**config.mk**
```make
export PLATFORM = sky130hd
export DESIGN_NAME = imu_frame_parser_unit
export DESIGN_NICKNAME = d
export VERILOG_FILES = /design/src/hdl/imufp_pkg.sv /design/src/hdl/imufp_kind_store.sv /design/src/hdl/imu_frame_parser_unit.sv
export SDC_FILE = /design/constraint.sdc
export NUM_CORES = 1
export LEC_CHECK = 0
export CORE_MARGIN = 4
export CORE_UTILIZATION = 56
export CTS_CLUSTER_DIAMETER = 30
export DETAILED_ROUTE_END_ITERATION = 12
export DONT_BUFFER_PORTS = 1
export MAX_ROUTING_LAYER = met4
export PLACE_DENSITY = 0.83
export SLEW_MARGIN = 15
export SYNTH_ARGS = -nofsm -noshare
export SYNTH_HDL_FRONTEND = slang
export SYNTH_SLANG_ARGS = --single-unit
```
**constraint.sdc**
```tcl
create_clock -name clk -period 5.84 [get_ports clk]
set_clock_uncertainty 0.2 [all_clocks]
set_input_delay 0.292 -clock clk [delete_from_list [all_inputs] [get_ports clk]]
set_output_delay 0.292 -clock clk [all_outputs]
set_load 0.02 [all_outputs]
```
**src/hdl/imufp_pkg.sv**
```systemverilog
// imufp_pkg: constants, types and helpers for the sensor frame parser
// no dependencies; used by imufp_kind_store and imu_frame_parser_unit

package imufp_pkg;

  localparam logic [7:0] HEADER_BYTE = 8'h55;
  localparam logic [7:0] TYPE_ACCEL  = 8'h51;
  localparam logic [7:0] TYPE_MAG    = 8'h54;

  localparam int unsigned DATA_BYTES = 9;
  localparam logic [3:0]  SUM_POS    = 4'd10;
  localparam logic [3:0]  POS_IDLE   = 4'd0;
  localparam logic [3:0]  POS_FIRST  = 4'd1;

  localparam int unsigned KINDS      = 4;
  localparam int unsigned KIND_W     = $clog2(KINDS);
  localparam logic [2:0]  KIND_OTHER = 3'd4;

  typedef logic [KIND_W-1:0] kind_idx_t;
  typedef logic [31:0]       count_t;
  typedef logic [47:0]       value_row_t;

  typedef struct packed {
    logic      rd_en;
    kind_idx_t rd_kind;
    logic      cnt_we;
    kind_idx_t cnt_kind;
    logic      val_we;
    kind_idx_t val_kind;
  } store_ctl_t;

  function automatic logic is_known(input logic [7:0] t);
    return (t >= TYPE_ACCEL) && (t <= TYPE_MAG);
  endfunction

  function automatic kind_idx_t kind_of(input logic [7:0] t);
    logic [7:0] d;
    d = t - TYPE_ACCEL;
    return d[KIND_W-1:0];
  endfunction

endpackage

```
**src/hdl/imufp_kind_store.sv**
```systemverilog
// imufp_kind_store: per-kind frame counters and held sensor words
// synchronous memories, registered read; depends on imufp_pkg

module imufp_kind_store (
  input  logic                  clk,
  input  logic                  rst_n,
  input  imufp_pkg::store_ctl_t ctl,
  input  imufp_pkg::count_t     cnt_wdata,
  input  imufp_pkg::value_row_t val_wdata,
  output imufp_pkg::count_t     rd_count
);

  imufp_pkg::count_t     cnt_mem [imufp_pkg::KINDS];
  imufp_pkg::value_row_t val_mem [imufp_pkg::KINDS];

  logic [imufp_pkg::KINDS-1:0] cnt_vld_r;
  logic [imufp_pkg::KINDS-1:0] cnt_vld_nxt;
  imufp_pkg::count_t           rd_mem_r;
  logic                        rd_vld_r;

  // counter memory
  always_ff @(posedge clk) begin
    if (ctl.cnt_we) begin
      cnt_mem[ctl.cnt_kind] <= cnt_wdata;
    end
    if (ctl.rd_en) begin
      rd_mem_r <= cnt_mem[ctl.rd_kind];
    end
  end

  // held sensor words, one row of three words per kind
  always_ff @(posedge clk) begin
    if (ctl.val_we) begin
      val_mem[ctl.val_kind] <= val_wdata;
    end
  end

  always_comb begin
    cnt_vld_nxt = cnt_vld_r;
    if (ctl.cnt_we) begin
      cnt_vld_nxt[ctl.cnt_kind] = 1'b1;
    end
  end

  always_ff @(posedge clk) begin
    if (!rst_n) begin
      cnt_vld_r <= '0;
      rd_vld_r  <= 1'b0;
    end else begin
      cnt_vld_r <= cnt_vld_nxt;
      if (ctl.rd_en) begin
        rd_vld_r <= cnt_vld_r[ctl.rd_kind];
      end
    end
  end

  // an entry never written reads as zero
  assign rd_count = rd_vld_r ? rd_mem_r : '0;

endmodule

```
**src/hdl/imu_frame_parser_unit.sv**
```systemverilog
// imu_frame_parser_unit: top level of the 11-byte sensor frame parser
// depends on imufp_pkg and imufp_kind_store

// Takes one serial byte per cycle while not stalled. Frames start with 0x55,
// then a type byte, eight data bytes and a checksum equal to the 8-bit sum
// of the ten bytes before it; bad frames vanish with no result. A good frame
// gives one result: the checksum cycle issues the read of that kind's
// counter from its memory (known kinds only), then stage 1 increments it,
// writes it back and loads the output register. Input stalls only while
// stage 1 and the output register are both full and the output is stalled.
// Known kinds also store their first three words in a write-only row memory.

module imu_frame_parser_unit (
  input  logic               clk,
  input  logic               rst_n,
  input  logic               in_valid,
  output logic               in_stall,
  input  logic [7:0]         in_rx_byte,
  output logic               out_valid,
  input  logic               out_stall,
  output logic [7:0]         out_type_code,
  output logic [2:0]         out_sensor_kind,
  output logic signed [15:0] out_word_zero,
  output logic signed [15:0] out_word_one,
  output logic signed [15:0] out_word_two,
  output logic signed [15:0] out_word_three,
  output logic [31:0]        out_kind_count
);

  logic [3:0] pos_r, pos_nxt;
  logic [7:0] sum_r, sum_nxt;
  logic [7:0] fb_r [imufp_pkg::DATA_BYTES];
  logic [3:0] fb_idx;

  logic in_fire, chk_good, chk_known;
  logic [15:0] w0, w1, w2, w3;

  logic                   s1_v_r, s1_v_nxt, s1_fire;
  logic                   s1_known_r;
  imufp_pkg::kind_idx_t   s1_kind_r;
  logic [7:0]             s1_type_r;
  logic [15:0]            s1_w0_r, s1_w1_r, s1_w2_r, s1_w3_r;

  logic                   out_v_r, out_v_nxt;

  imufp_pkg::store_ctl_t  ctl;
  imufp_pkg::count_t      rd_count, cnt_inc;

  assign in_stall = s1_v_r && out_v_r && out_stall;
  assign in_fire  = in_valid && !in_stall;
  assign fb_idx   = pos_r - imufp_pkg::POS_FIRST;

  assign w0 = {fb_r[2], fb_r[1]};
  assign w1 = {fb_r[4], fb_r[3]};
  assign w2 = {fb_r[6], fb_r[5]};
  assign w3 = {fb_r[8], fb_r[7]};

  assign chk_good  = in_fire && (pos_r >= imufp_pkg::SUM_POS) && (in_rx_byte == sum_r);
  assign chk_known = imufp_pkg::is_known(fb_r[0]);

  always_comb begin
    pos_nxt = pos_r;
    sum_nxt = sum_r;
    if (in_fire) begin
      if (pos_r == imufp_pkg::POS_IDLE) begin
        if (in_rx_byte == imufp_pkg::HEADER_BYTE) begin
          pos_nxt = imufp_pkg::POS_FIRST;
          sum_nxt = imufp_pkg::HEADER_BYTE;
        end
      end else if (pos_r < imufp_pkg::SUM_POS) begin
        pos_nxt = pos_r + 4'd1;
        sum_nxt = sum_r + in_rx_byte;
      end else begin
        pos_nxt = imufp_pkg::POS_IDLE;
      end
    end
  end

  always_ff @(posedge clk) begin
    if (in_fire && (pos_r != imufp_pkg::POS_IDLE) && (pos_r < imufp_pkg::SUM_POS)) begin
      fb_r[fb_idx] <= in_rx_byte;
    end
  end

  // stage 1: counter read in flight
  assign s1_fire  = s1_v_r && !(out_v_r && out_stall);
  assign s1_v_nxt = chk_good || (s1_v_r && !s1_fire);

  always_ff @(posedge clk) begin
    if (chk_good) begin
      s1_known_r <= chk_known;
      s1_kind_r  <= imufp_pkg::kind_of(fb_r[0]);
      s1_type_r  <= fb_r[0];
      s1_w0_r    <= w0;
      s1_w1_r    <= w1;
      s1_w2_r    <= w2;
      s1_w3_r    <= w3;
    end
  end

  always_comb begin
    ctl.rd_en    = chk_good && chk_known;
    ctl.rd_kind  = imufp_pkg::kind_of(fb_r[0]);
    ctl.cnt_we   = s1_fire && s1_known_r;
    ctl.cnt_kind = s1_kind_r;
    ctl.val_we   = chk_good && chk_known;
    ctl.val_kind = imufp_pkg::kind_of(fb_r[0]);
  end

  assign cnt_inc = rd_count + 32'd1;

  imufp_kind_store u_store (
    .clk       (clk),
    .rst_n     (rst_n),
    .ctl       (ctl),
    .cnt_wdata (cnt_inc),
    .val_wdata ({w2, w1, w0}),
    .rd_count  (rd_count)
  );

  // output register
  assign out_v_nxt = s1_fire || (out_v_r && out_stall);

  always_ff @(posedge clk) begin
    if (s1_fire) begin
      out_type_code   <= s1_type_r;
      out_sensor_kind <= s1_known_r ? {1'b0, s1_kind_r} : imufp_pkg::KIND_OTHER;
      out_word_zero   <= s1_w0_r;
      out_word_one    <= s1_w1_r;
      out_word_two    <= s1_w2_r;
      out_word_three  <= s1_w3_r;
      out_kind_count  <= s1_known_r ? cnt_inc : 32'd0;
    end
  end

  always_ff @(posedge clk) begin
    if (!rst_n) begin
      pos_r   <= imufp_pkg::POS_IDLE;
      sum_r   <= '0;
      s1_v_r  <= 1'b0;
      out_v_r <= 1'b0;
    end else begin
      pos_r   <= pos_nxt;
      sum_r   <= sum_nxt;
      s1_v_r  <= s1_v_nxt;
      out_v_r <= out_v_nxt;
    end
  end

  assign out_valid = out_v_r;

endmodule
```
==> summary.md <==
| Metric | Value |
|---|---|
| Status | finished clean |
| Fin util | 65.79% |
| Setup repair after global routing missed its margin | false |
| Die Wd | 175.4 um |
| Vias in the first global route | 7829 |
| DR vias | 7732 |
| Reg clk slew, reported paths | 0.06 ns |
| PostCTS Resize Cnt | 0 |
| Clock Path Buffers | 3 |
| Post-CTS Hold Buffers | 11 |
| Diodes inserted | 0 |
| Critical Path RT | 6.09 ns |
| Most common cell on crit path | buf_4 |
| Peak supply drop | 0.2354 mV |
| Seq/Total Area, Yosys | 81.62% |
| # Post-CTS Setup Buffers | 0 |
| Critical Path Fanout Max | 36 |
| Critical path class | reg2reg |
| Cells after Synth | 815 |
| Final Cycle Share | 58.95% |
| Initial Utilization | 56.66% |
| Design area | 0.01823 mm2 |
| Area growth syn-to-layout | 16.12% |
| Initial antenna violation count | 0 |
| Share of cells above drive strength 1 | 17.01% |
| Post-route ant nets | 0 |
| Rel. slew slack | 37.23% |
| Synth unique cells | 54 |
| Worst Path Arrival | 3.69 ns |
| Pleak | 5.501 nW |
| DIE AREA | 0.03077 mm2 |
| Number of synthesis warnings | 0 |
| Setup TNS | 0 ns |
| #FFs+latches synth | 433 |
| Global-route wire length before repair | 48190 um |
| Worst-Skew Late Latency | 0.56 ns |
| Row cnt | 61 |
| Grt total ovfl | 0 |
| Measured slew at the worst slew-check pin | 0.9329 ns |
| H-tree depth | 2 |
| Die Ht | 175.4 um |
| DR iter-0 viols | 895 |
| DRC errors left | 0 |
| Synthesized net count | 845 |
| Top-level port count | 121 |
| Commonest non-fill, non-tap cells in the layout | edfxtp_1 (414), nor2_1 (62), clkbuf_16 (55) |
| Final min period | 3.442 ns |
| Hpwl dp | 17650 um |
| Endpoints failing setup | 0 |
| Final Total Pwr | 6.805 mW |
| Critical Path Start Type | register |
| EDFF count, synth | 414 |
| Cell area after synthesis | 0.01570 mm2 |
| Ys flop type | edfxtp_1 |
| CTS Sinks | 433 |
| DRT Pass-1 Iters | 5 |
| Placed Area | 0.01619 mm2 |
| Num CTS Buffers | 54 |
| Reg2Reg Setup Slack | 2.40 ns |
| Hold Slack | 0.005576 ns |
| CP Cell Sequence | buf_4 > inv_1 > ha_1 > buf_4 > mux4_2 > mux2i_1 > nor2b_1 |
| Final slew viol count | 0 |
| Gr usage total | 21.30% |
| Gpl congestion | 0.8058 |
| Clock root buffer | clkbuf_16 |
| PD cells | 373.3 mW/mm2 |
| Min-delay worst type | in2reg |
| WL/cell | 24.72 um |
| Final wirelength | 32010 um |
| CTS tree | done |
| Port bufs | 0 |
| Critical-path top delay cell | ha_1 |
| NumNets Final | 902 |
| CP Capture Type | register |
| Hold Violations, Final | 0 |
| Largest net degree at the start of global routing | 60 |
| Vias per cell | 5.971 |
| Max Cap Viol | 0 |
| Core ar. | 0.02771 mm2 |
| Share of synthesized registers carrying an async set or reset | 0% |
| Maximum clock frequency | 290.5 MHz |
| Commonest non-fill, non-tap cell in the layout | edfxtp_1 |
| Mean Syn Cell Area | 19.26 um2 |
| Slowest Stage Delay on Critical Path | 0.82 ns |
-- synth_stat cells, types with 2 or more instances --
cell,instances,area (um2)
and4_1,2,17.52
buf_1,2,7.510
xnor2_1,27,236.5
edfxtp_1,414,12430
nor2b_1,6,37.54
buf_2,5,25.02
or2_2,2,12.51
nor2_1,63,236.5
inv_1,18,67.56
a22oi_1,3,22.52
mux2i_1,6,60.06
or4_4,2,22.52
and3b_1,3,26.28
a31oi_1,2,12.51
o21ai_0,8,40.04
a21oi_1,8,40.04
nor3_1,9,45.04
mux4_2,33,743.2
nand2_1,36,135.1
a211oi_1,2,15.01
nor4_4,2,42.54
o221a_2,3,33.78
ha_1,17,212.7
dfxtp_1,19,380.4
nand4b_1,3,26.28
xor2_1,6,52.55
and3_1,10,62.56
or3_1,3,18.77
nand3_1,18,90.09
a21o_1,2,15.01
nand4_1,12,75.07
nand2b_1,2,12.51
o21a_1,7,52.55
nor3b_1,2,15.01
nor4_1,7,43.79
nor4b_1,2,17.52
o211ai_1,3,22.52
clkbuf_1,14,52.55
and2_1,17,106.4
-- metrics by stage --
stage | instances | worst slack [ns]
after floorplan | 815 | 0.3303
after global placement | 1182 | 2.451
after detailed placement | 1182 | 2.308
after CTS | 1294 | 2.205
after global routing | 1295 | 2.210
final | 1295 | 2.398
-- metal layers --
metal	track usage (%)	vias to the layer above	part of all wire (%)	wire (um)
met5	-	-	0	0
met4	7.602	0	3.3	1068
met3	4.821	75	8.5	2725
met2	33.92	481	50	15910
met1	27.54	3874	38	12300
li1	-	3302	-	-
-- logic make-up (layout without fill, tap and decap cells) --
logic type | count (synthesis) | count (layout) | share of synthesized area (%)
buffers and inverters | 41 | 143 | 1.020
adders and majority gates | 18 | 18 | 1.483
muxes | 39 | 39 | 5.117
DFF | 433 | 433 | 81.62
and+or+nand+nor | 205 | 205 | 6.903
AOI/OAI and AO/OA | 46 | 46 | 2.017
xor gates and xnor gates | 33 | 33 | 1.841
-- sequential cells by signal, summed over array words and instances, names as in the netlist, 16 cells and up --
signal	count
fb_r	72
out_word_one	16
s1_w2_r	16
s1_w0_r	16
s1_w3_r	16
s1_w1_r	16
u_store.rd_mem_r	32
out_word_zero	16
u_store.cnt_mem	128
out_word_two	16
out_kind_count	32
out_word_three	16
-- worst max-delay path: cells and delay by family, from the launching register on --
| kind | cells | cell delay [ns] |
|---|---|---|
| buffers and inverters | 3 | 1.16 |
| adders and majority gates | 1 | 0.82 |
| muxes | 2 | 0.73 |
| DFF | 1 | 0.33 |
| and+or+nand+nor | 1 | 0.07 |
-- cell type report --
| type | instances | area [um2] |
|---|---|---|
| Sequential cell | 433 | 12810 |
| Multi-Input combinational cell | 341 | 2755 |
| Clock inverter | 45 | 516.7 |
| Timing Repair Buffer | 22 | 212.7 |
| Clock buffer | 56 | 1380 |
| Fill cell | 1619 | 9478 |
| Inverter | 20 | 77.57 |
| Tap cell | 378 | 473.0 |
-- final timing paths --
kind	end	from	cells past startpoint
worst max register to register	u_store.rd_vld_r	fb_r[0][0]	7
worst max-delay path	u_store.rd_vld_r	fb_r[0][0]	7
worst min register to register	out_word_two[8]	s1_w2_r[8]	0
worst min-delay path	s1_w0_r[8]	in_valid	2
-- power breakdown --
group          internal, mW  switching (mW)  total (mW)
logic                0.0119          0.0241      0.0360
registers              3.36        0.000240        3.36
clock network          2.05            1.36        3.41
No activity file was read; power rests on OpenSTA's default activity.
